[config.mk]
export PLATFORM = sky130hd
export DESIGN_NAME = ordered_queue_with_delete_find_top
export DESIGN_NICKNAME = d
export VERILOG_FILES = /design/src/rtl/oqdf_pkg.sv /design/src/rtl/oqdf_cell.sv /design/src/rtl/ordered_queue_with_delete_find_top.sv
export SDC_FILE = /design/constraint.sdc
export NUM_CORES = 1
export LEC_CHECK = 0
export ABC_CLOCK_PERIOD_IN_PS = 4800
export BUFFER_PORTS_ARGS = -buffer_cell sky130_fd_sc_hd__buf_4
export CORE_ASPECT_RATIO = 0.5
export CORE_MARGIN = 5
export CORE_UTILIZATION = 45
export DETAILED_ROUTE_END_ITERATION = 8
export SYNTH_ARGS = -nofsm -noshare
export SYNTH_HDL_FRONTEND = slang
export SYNTH_SLANG_ARGS = --single-unit
[constraint.sdc]
create_clock -name clock -period 4.8 [get_ports clock]
set_clock_uncertainty 0.1 [all_clocks]
set_input_delay 0.48 -clock clock [delete_from_list [all_inputs] [get_ports clock]]
set_output_delay 0.48 -clock clock [all_outputs]
set_load 0.03 [all_outputs]
[src/rtl/oqdf_pkg.sv]
// package: sizes, op codes and cell control for the ordered queue
package oqdf_pkg;

   // built size of the queue
   localparam int DEPTH = 16;
   localparam int WORD_W = 32;

   // widths of the fixed interface fields
   localparam int OP_W = 3;
   localparam int VALUE_W = 32;
   localparam int POS_W = 4;
   localparam int LIMIT_W = 5;
   localparam int FOUND_W = 5;
   localparam int OCC_W = 5;

   // entry count covers 0..DEPTH, compares run at a width that holds every operand
   localparam int CNT_W = $clog2(DEPTH + 1);
   localparam int CMP_W = (CNT_W > LIMIT_W) ? CNT_W : LIMIT_W;

   // packed stream widths
   localparam int REQ_DATA_W = 40;
   localparam int RSP_DATA_W = 48;

   // no match on find, and the value for every other op
   localparam logic [FOUND_W-1:0] FOUND_NONE = '1;

   typedef enum logic [OP_W-1:0] {
      OP_PUSH   = 3'd0,
      OP_POP    = 3'd1,
      OP_PEEK   = 3'd2,
      OP_DELETE = 3'd3,
      OP_FIND   = 3'd4,
      OP_CLEAR  = 3'd5
   } op_type;

   // per-cell control from the sequencer
   typedef struct packed {
      logic load;      // take the pushed word
      logic shift;     // take the word of the next cell toward the tail
      logic match_en;  // register the compare against the search key
   } cell_ctrl_type;

endpackage

[src/rtl/oqdf_cell.sv]
// one queue cell: holds one word, shifts toward the head and compares against the key
module oqdf_cell (
   input  logic                           clock,
   input  oqdf_pkg::cell_ctrl_type        ctrl,
   input  logic [oqdf_pkg::WORD_W-1:0]    push_word,
   input  logic [oqdf_pkg::WORD_W-1:0]    next_word,
   input  logic [oqdf_pkg::WORD_W-1:0]    key,
   output logic [oqdf_pkg::WORD_W-1:0]    word,
   output logic                           match
);

   logic [oqdf_pkg::WORD_W-1:0] word_ff;
   logic [oqdf_pkg::WORD_W-1:0] word_in;
   logic                        match_ff;
   logic                        match_in;

   // load wins over shift; otherwise hold
   always_comb begin
      word_in = word_ff;
      if (ctrl.load) begin
         word_in = push_word;
      end else if (ctrl.shift) begin
         word_in = next_word;
      end
   end

   // compare result registered and held for the encoder until the command executes
   always_comb begin
      match_in = match_ff;
      if (ctrl.match_en) begin
         match_in = (word_ff == key);
      end
   end

   always_ff @(posedge clock) begin
      word_ff  <= word_in;
      match_ff <= match_in;
   end

   assign word  = word_ff;
   assign match = match_ff;

endmodule

[src/rtl/ordered_queue_with_delete_find_top.sv]
// top level: ordered queue built as a chain of shifting cells with delete and find
//
// The queue takes one operation word at a time. As a word is accepted, every cell
// compares its entry against the search key and registers the result, while the
// word is held in the command register. When the command executes, cells load,
// or shift one place toward the head from the delete position, the first match
// is priority encoded and the result goes into the output register. req_tready
// stays low while a command is held, so a new word is not accepted until the
// last one has executed. The compare is registered in the cells ahead of the
// match encoder. A waiting result does not block the next accept; execution
// waits only while the output register is full and not being taken.
// capacity_limit 0, or above the built depth, means the full depth of 16 entries.
module ordered_queue_with_delete_find_top (
   input  logic                               clock,
   input  logic                               reset,
   // configuration: capacity_limit
   input  logic                               csr_we,
   input  logic [oqdf_pkg::LIMIT_W-1:0]       csr_wdata,
   // request stream
   input  logic                               req_tvalid,
   output logic                               req_tready,
   // [31:0] value, [35:32] position, [39:36] zero
   input  logic [oqdf_pkg::REQ_DATA_W-1:0]    req_tdata,
   // [2:0] op
   input  logic [oqdf_pkg::OP_W-1:0]          req_tuser,
   // response stream
   output logic                               rsp_tvalid,
   input  logic                               rsp_tready,
   // [0] success, [32:1] read_value, [37:33] found_position, [42:38] occupancy,
   // [47:43] zero
   output logic [oqdf_pkg::RSP_DATA_W-1:0]    rsp_tdata
);

   localparam int DEPTH = oqdf_pkg::DEPTH;
   localparam int WORD_W = oqdf_pkg::WORD_W;
   localparam int CNT_W = oqdf_pkg::CNT_W;
   localparam int CMP_W = oqdf_pkg::CMP_W;

   // configuration register
   logic [oqdf_pkg::LIMIT_W-1:0] limit_ff;
   logic [oqdf_pkg::LIMIT_W-1:0] limit_in;

   // pending command
   logic                          cmd_valid_ff;
   logic                          cmd_valid_in;
   logic [oqdf_pkg::OP_W-1:0]     cmd_op_ff;
   logic [oqdf_pkg::OP_W-1:0]     cmd_op_in;
   logic [oqdf_pkg::POS_W-1:0]    cmd_pos_ff;
   logic [oqdf_pkg::POS_W-1:0]    cmd_pos_in;
   logic [WORD_W-1:0]             cmd_word_ff;
   logic [WORD_W-1:0]             cmd_word_in;

   // occupancy
   logic [CNT_W-1:0]              count_ff;
   logic [CNT_W-1:0]              count_in;

   // output register
   logic                          rsp_valid_ff;
   logic                          rsp_valid_in;
   logic                          rsp_ok_ff;
   logic                          rsp_ok_in;
   logic [oqdf_pkg::VALUE_W-1:0]  rsp_read_ff;
   logic [oqdf_pkg::VALUE_W-1:0]  rsp_read_in;
   logic [oqdf_pkg::FOUND_W-1:0]  rsp_found_ff;
   logic [oqdf_pkg::FOUND_W-1:0]  rsp_found_in;
   logic [oqdf_pkg::OCC_W-1:0]    rsp_occ_ff;
   logic [oqdf_pkg::OCC_W-1:0]    rsp_occ_in;

   // cell chain
   oqdf_pkg::cell_ctrl_type       cell_ctrl [DEPTH];
   logic [WORD_W-1:0]             cell_word [DEPTH];
   logic [WORD_W-1:0]             cell_next [DEPTH];
   logic [DEPTH-1:0]              cell_match;
   logic [WORD_W-1:0]             req_word;

   // execute decode
   logic                          req_fire;
   logic                          exec;
   logic [CMP_W-1:0]              count_cmp;
   logic [CMP_W-1:0]              limit_cmp;
   logic [CMP_W-1:0]              allowed;
   logic [CMP_W-1:0]              shift_pos;
   logic                          op_ok;
   logic                          do_push;
   logic                          do_remove;
   logic                          hit_any;
   logic [CMP_W-1:0]              hit_idx;

   assign req_word   = WORD_W'(req_tdata[oqdf_pkg::VALUE_W-1:0]);
   assign req_tready = !cmd_valid_ff;
   assign req_fire   = req_tvalid && req_tready;
   assign exec       = cmd_valid_ff && (!rsp_valid_ff || rsp_tready);

   assign count_cmp = CMP_W'(count_ff);
   assign limit_cmp = CMP_W'(limit_ff);

   // effective capacity
   always_comb begin
      if (limit_cmp == '0 || limit_cmp > CMP_W'(DEPTH)) begin
         allowed = CMP_W'(DEPTH);
      end else begin
         allowed = limit_cmp;
      end
   end

   // first matching live entry, lowest position wins
   always_comb begin
      hit_any = 1'b0;
      hit_idx = '0;
      for (int i = DEPTH - 1; i >= 0; i--) begin
         if (cell_match[i] && (CMP_W'(i) < count_cmp)) begin
            hit_any = 1'b1;
            hit_idx = CMP_W'(i);
         end
      end
   end

   // operation outcome
   always_comb begin
      op_ok     = 1'b0;
      do_push   = 1'b0;
      do_remove = 1'b0;
      shift_pos = '0;
      case (cmd_op_ff)
         oqdf_pkg::OP_PUSH: begin
            op_ok   = (count_cmp < allowed);
            do_push = op_ok;
         end
         oqdf_pkg::OP_POP: begin
            op_ok     = (count_ff != '0);
            do_remove = op_ok;
         end
         oqdf_pkg::OP_PEEK: begin
            op_ok = (count_ff != '0);
         end
         oqdf_pkg::OP_DELETE: begin
            shift_pos = CMP_W'(cmd_pos_ff);
            op_ok     = (shift_pos < count_cmp);
            do_remove = op_ok;
         end
         oqdf_pkg::OP_FIND: begin
            op_ok = hit_any;
         end
         oqdf_pkg::OP_CLEAR: begin
            op_ok = 1'b1;
         end
         default: begin
            op_ok = 1'b0;
         end
      endcase
   end

   // cell chain, each cell fed by its neighbour toward the tail
   for (genvar g = 0; g < DEPTH; g++) begin : g_cell
      if (g == DEPTH - 1) begin : g_tail
         assign cell_next[g] = '0;
      end else begin : g_mid
         assign cell_next[g] = cell_word[g+1];
      end

      always_comb begin
         cell_ctrl[g].load     = exec && do_push && (CMP_W'(g) == count_cmp);
         cell_ctrl[g].shift    = exec && do_remove && (CMP_W'(g) >= shift_pos);
         cell_ctrl[g].match_en = req_fire;
      end

      oqdf_cell u_cell (
         .clock     (clock),
         .ctrl      (cell_ctrl[g]),
         .push_word (cmd_word_ff),
         .next_word (cell_next[g]),
         .key       (req_word),
         .word      (cell_word[g]),
         .match     (cell_match[g])
      );
   end

   // next state of command, count and output register
   always_comb begin
      limit_in     = limit_ff;
      cmd_valid_in = cmd_valid_ff;
      cmd_op_in    = cmd_op_ff;
      cmd_pos_in   = cmd_pos_ff;
      cmd_word_in  = cmd_word_ff;
      count_in     = count_ff;
      rsp_valid_in = rsp_valid_ff;
      rsp_ok_in    = rsp_ok_ff;
      rsp_read_in  = rsp_read_ff;
      rsp_found_in = rsp_found_ff;
      rsp_occ_in   = rsp_occ_ff;

      if (csr_we) begin
         limit_in = csr_wdata;
      end

      if (req_fire) begin
         cmd_valid_in = 1'b1;
         cmd_op_in    = req_tuser;
         cmd_pos_in   = req_tdata[oqdf_pkg::VALUE_W +: oqdf_pkg::POS_W];
         cmd_word_in  = req_word;
      end

      if (rsp_valid_ff && rsp_tready) begin
         rsp_valid_in = 1'b0;
      end

      if (exec) begin
         cmd_valid_in = 1'b0;
         if (do_push) begin
            count_in = count_ff + CNT_W'(1);
         end else if (do_remove) begin
            count_in = count_ff - CNT_W'(1);
         end else if (cmd_op_ff == oqdf_pkg::OP_CLEAR) begin
            count_in = '0;
         end
         rsp_valid_in = 1'b1;
         rsp_ok_in    = op_ok;
         rsp_read_in  = '0;
         if (op_ok && (cmd_op_ff == oqdf_pkg::OP_POP || cmd_op_ff == oqdf_pkg::OP_PEEK)) begin
            rsp_read_in = oqdf_pkg::VALUE_W'(cell_word[0]);
         end
         rsp_found_in = oqdf_pkg::FOUND_NONE;
         if (cmd_op_ff == oqdf_pkg::OP_FIND && hit_any) begin
            rsp_found_in = oqdf_pkg::FOUND_W'(hit_idx);
         end
         rsp_occ_in = oqdf_pkg::OCC_W'(count_in);
      end
   end

   // control registers
   always_ff @(posedge clock) begin
      if (reset) begin
         limit_ff     <= '0;
         cmd_valid_ff <= 1'b0;
         count_ff     <= '0;
         rsp_valid_ff <= 1'b0;
      end else begin
         limit_ff     <= limit_in;
         cmd_valid_ff <= cmd_valid_in;
         count_ff     <= count_in;
         rsp_valid_ff <= rsp_valid_in;
      end
   end

   // payload registers
   always_ff @(posedge clock) begin
      cmd_op_ff    <= cmd_op_in;
      cmd_pos_ff   <= cmd_pos_in;
      cmd_word_ff  <= cmd_word_in;
      rsp_ok_ff    <= rsp_ok_in;
      rsp_read_ff  <= rsp_read_in;
      rsp_found_ff <= rsp_found_in;
      rsp_occ_ff   <= rsp_occ_in;
   end

   assign rsp_tvalid = rsp_valid_ff;
   assign rsp_tdata  = {5'd0, rsp_occ_ff, rsp_found_ff, rsp_read_ff, rsp_ok_ff};

   // occupancy never passes the built depth
   assert property (@(posedge clock) disable iff (reset)
      CMP_W'(count_ff) <= CMP_W'(DEPTH))
      else $error("entry count above depth");

   // a new word is never taken in the cycle a command executes
   assert property (@(posedge clock) disable iff (reset)
      !(req_fire && exec))
      else $error("accept overlaps execute");

   // execution always leaves a result in the output register
   assert property (@(posedge clock) disable iff (reset)
      exec |=> rsp_valid_ff)
      else $error("executed command lost its result");

   // a successful push grows the queue by exactly one
   assert property (@(posedge clock) disable iff (reset)
      (exec && do_push) |=> (count_ff == $past(count_ff) + CNT_W'(1)))
      else $error("push did not grow the queue");

   // a waiting result reports the current occupancy
   assert property (@(posedge clock) disable iff (reset)
      rsp_valid_ff |-> (rsp_occ_ff == oqdf_pkg::OCC_W'(count_ff)))
      else $error("reported occupancy stale");

endmodule
==> results.json <==
{
  "die_area_um2": 77600,
  "dp.cells": 3208,
  "arrival_ps": 4480,
  "ys_top_cells_by_area": "edfxtp_1 (57%), mux2_2 (16%), xor2_1 (14%), nor4_1 (2.5%), and2_1 (1.4%)",
  "grt.total_usage_pct": 21.7,
  "grt_max_degree": 50,
  "dr_total_vias": 18100,
  "yosysSeqAreaShare_pct": 57.4,
  "grt_pass1_vias": 18300,
  "synth-seq-cells": 622,
  "clkTransAtPathRegs_ps": 60,
  "wl_per_cell_um": 25.6,
  "dr_wl_met3_mm": 4.70,
  "drc_errors": 0,
  "clock-sinks": 622,
  "path_class": "flip-flop to flip-flop",
  "yosysWarnings": 0,
  "combPwrFrac_pct": 7.4,
  "dieWidth_um": 389,
  "internal_power_mw": 8.96,
  "r2r_slack_ps": 600,
  "gr-total-overflow": 0,
  "yosysMostFrequentCell": "edfxtp_1",
  "initial_core_util_pct": 45.5,
  "die_h_um": 199,
  "clkPwrFrac_pct": 39.7,
  "critPathMaxStageDelay_ps": 520,
  "clk_latency_ps": 640,
  "h-tree-depth": 2,
  "seqPwrFrac_pct": 52.9,
  "async_flop_share_pct": 0,
  "worst_pin_slew_ps": 1020,
  "slew_viol_final": 0,
  "synth_cell_type_count": 65,
  "routed_wl_mm": 85.1,
  "placed_area_um2": 33800,
  "critPathTopFamily": "simple AND/OR/NAND/NOR gates",
  "slew-limit-headroom_pct": 31.7,
  "timing.fmax_mhz": 238,
  "hp-class": "primary input to flip-flop",
  "core.rowCount": 69,
  "synthFlopType": "edfxtp_1",
  "avgSynthCellArea_um2": 14.2,
  "antenna_found_initial": 0,
  "drive_above_1_share_pct": 29.7,
  "setup_viol": 0,
  "postRouteAntennaNets": 0,
  "grt_pass1_wl_mm": 125,
  "drt_first_pass_iters": 5,
  "fin_crit_sh_pct": 87.6,
  "hold_viol": 0,
  "synth_commonest_cells": "edfxtp_1 (610), xor2_1 (512), mux2_2 (451)",
  "switchingPower_mw": 2.84,
  "final_nets": 2390,
  "path_cells": "or4_1 -> ha_1 -> nand2b_1 -> ha_1 -> nor4b_1 -> o211ai_1 -> a21oi_4 -> nand2_2 -> nor2_2 -> buf_4 -> mux2_2",
  "crit_buf_inv": 1,
  "wl_met2_mm": 37.2,
  "fillCellCount": 6067,
  "finalInstanceArea_um2": 35900,
  "viasPerCell": 5.44,
  "area_delta_synth_final_pct": 11.0,
  "cts_tree": "built",
  "synthesis.area_um2": 32300,
  "grt_setup_unrepaired": "no",
  "synth_edf_count": 610,
  "power_leakage_nw": 12.4,
  "cts_max_path_buffers": 3,
  "pwr_density_cell_nw_per_um2": 329,
  "synthCells": 2282,
  "worst_path_max_delay_cell": "or4_1",
  "gp_congestion": 0.942,
  "tns_ps": 0,
  "required_ps": 5070,
  "cts_root_buf": "clkbuf_16",
  "utilization_pct": 50.5,
  "period_needed_ps": 4200,
  "detailed_place_hpwl_mm": 64.3,
  "instances_no_fill": 3331,
  "outcome": "complete, no violations",
  "cp-end-kind": "flip-flop",
  "port_buffers": 93,
  "ir_drop_v": 0.000272,
  "top_layer_used": "met4",
  "start_kind": "flip-flop",
  "sw_frac_of_total_pct": 24.1,
  "crit_top_cell": "ha_1",
  "drt_iter0_drc": 1607,
  "finalPower_mw": 11.8,
  "io_pins": 103,
  "critical_path.max_fanout": 32,
  "maxCapViolCount": 0,
  "cts_buffers": 59,
  "cts_setup_buffers": 0,
  "core-area_um2": 71100,
  "wl_met1_mm": 40.8,
  "synth.top_cell.area_share_pct": 56.7,
  "synth_top_area_cell": "edfxtp_1"
}
## path summary, 6_finish.rpt
path / from / to / depth (start not counted)
worst max-delay path: limit_cmp[0] / g_cell[0].u_cell.word[28] / 11
worst min-delay path: rsp_tready / rsp_tvalid / 3
worst max register to register: limit_cmp[0] / g_cell[0].u_cell.word[28] / 11
worst min register to register: limit_cmp[4] / limit_cmp[4] / 2
## what timing repair did
| action | in CTS | in global routing |
|---|---|---|
| resized for setup | 0 | 0 |
| hold buffers | 13 | 0 |
| endpoints found under the hold margin | 13 | 0 |
## per-layer routing
layer  vias up  global-route usage (%)
met5         -                       0
met4         0                    6.50
met3       103                    3.57
met2       509                    33.7
met1      9024                    31.7
li1       8498                       -
## power by group through the flow
stage	clock (mW)	combinational [mW]	sequential [mW]
4_1_cts	4.78	0.872	6.24
6_report	4.69	0.870	6.24
3_5_place_dp	0	0.859	6.35
5_1_grt	5.02	0.927	6.25
3_3_place_gp	0	0.855	6.35
2_1_floorplan	0	0.533	6.28
## registers in the layout, summed over array words and instances (netlist names), 5 cells and up
signal               flops
rsp_read_ff             32
count_cmp                5
g_cell.u_cell.word     512
cmd_word_ff             32
rsp_found_ff             5
limit_cmp                5
rsp_occ_ff               5
g_cell.u_cell.match     16
## logic make-up after synthesis
kind of cell               Yosys count  synth area share [%]
xor gates and xnor gates           514                  13.9
other                                1                0.0116
AOI/OAI and AO/OA                   87                  1.81
buffers and inverters              188                  2.59
adders and majority gates           13                 0.503
and+or+nand+nor                    372                  6.84
muxes                              485                  16.9
DFF                                622                  57.4
## stage by stage
stage / hold slack (ps) / worst slack, ps
floorplan: 360 / 178
global placement: 378 / 732
detailed placement: 399 / 708
CTS: 6.03 / 668
global route: 25.1 / 470
finish: 50.2 / 595
## cell usage in the layout, fill, tap and decap left out, types with 10 or more instances in the layout
| cell | n |
|---|---|
| and2_1 | 71 |
| dlygate4sd3_1 | 13 |
| nor4_1 | 131 |
| nor2_1 | 46 |
| clkbuf_16 | 60 |
| dfxtp_1 | 12 |
| o21ai_0 | 20 |
| xor2_1 | 512 |
| inv_1 | 15 |
| a21oi_1 | 15 |
| clkbuf_1 | 14 |
| nand4_1 | 36 |
| edfxtp_1 | 610 |
| ha_1 | 13 |
| clkinv_1 | 15 |
| nand2b_1 | 10 |
| mux2_1 | 29 |
| nand2_1 | 23 |
| buf_4 | 135 |
| mux2_2 | 451 |
## worst min-delay path: stages
cell,delay [ps]
buf_4,70
nand2b_1,110
a21oi_1,70
## final cells by class
cell class                 count  area (um^2)  area share (%)
tap                          958         1200            3.34
clock inverter                35          335           0.935
multi-input combinational   1476        13000            36.3
sequential                   622        18600            51.7
antenna                        1         2.50         0.00698
timing repair buffer         148         1140            3.19
inverter                      17         63.8           0.178
clock buffer                  74         1550            4.33
(Power assumes the default switching activity.)
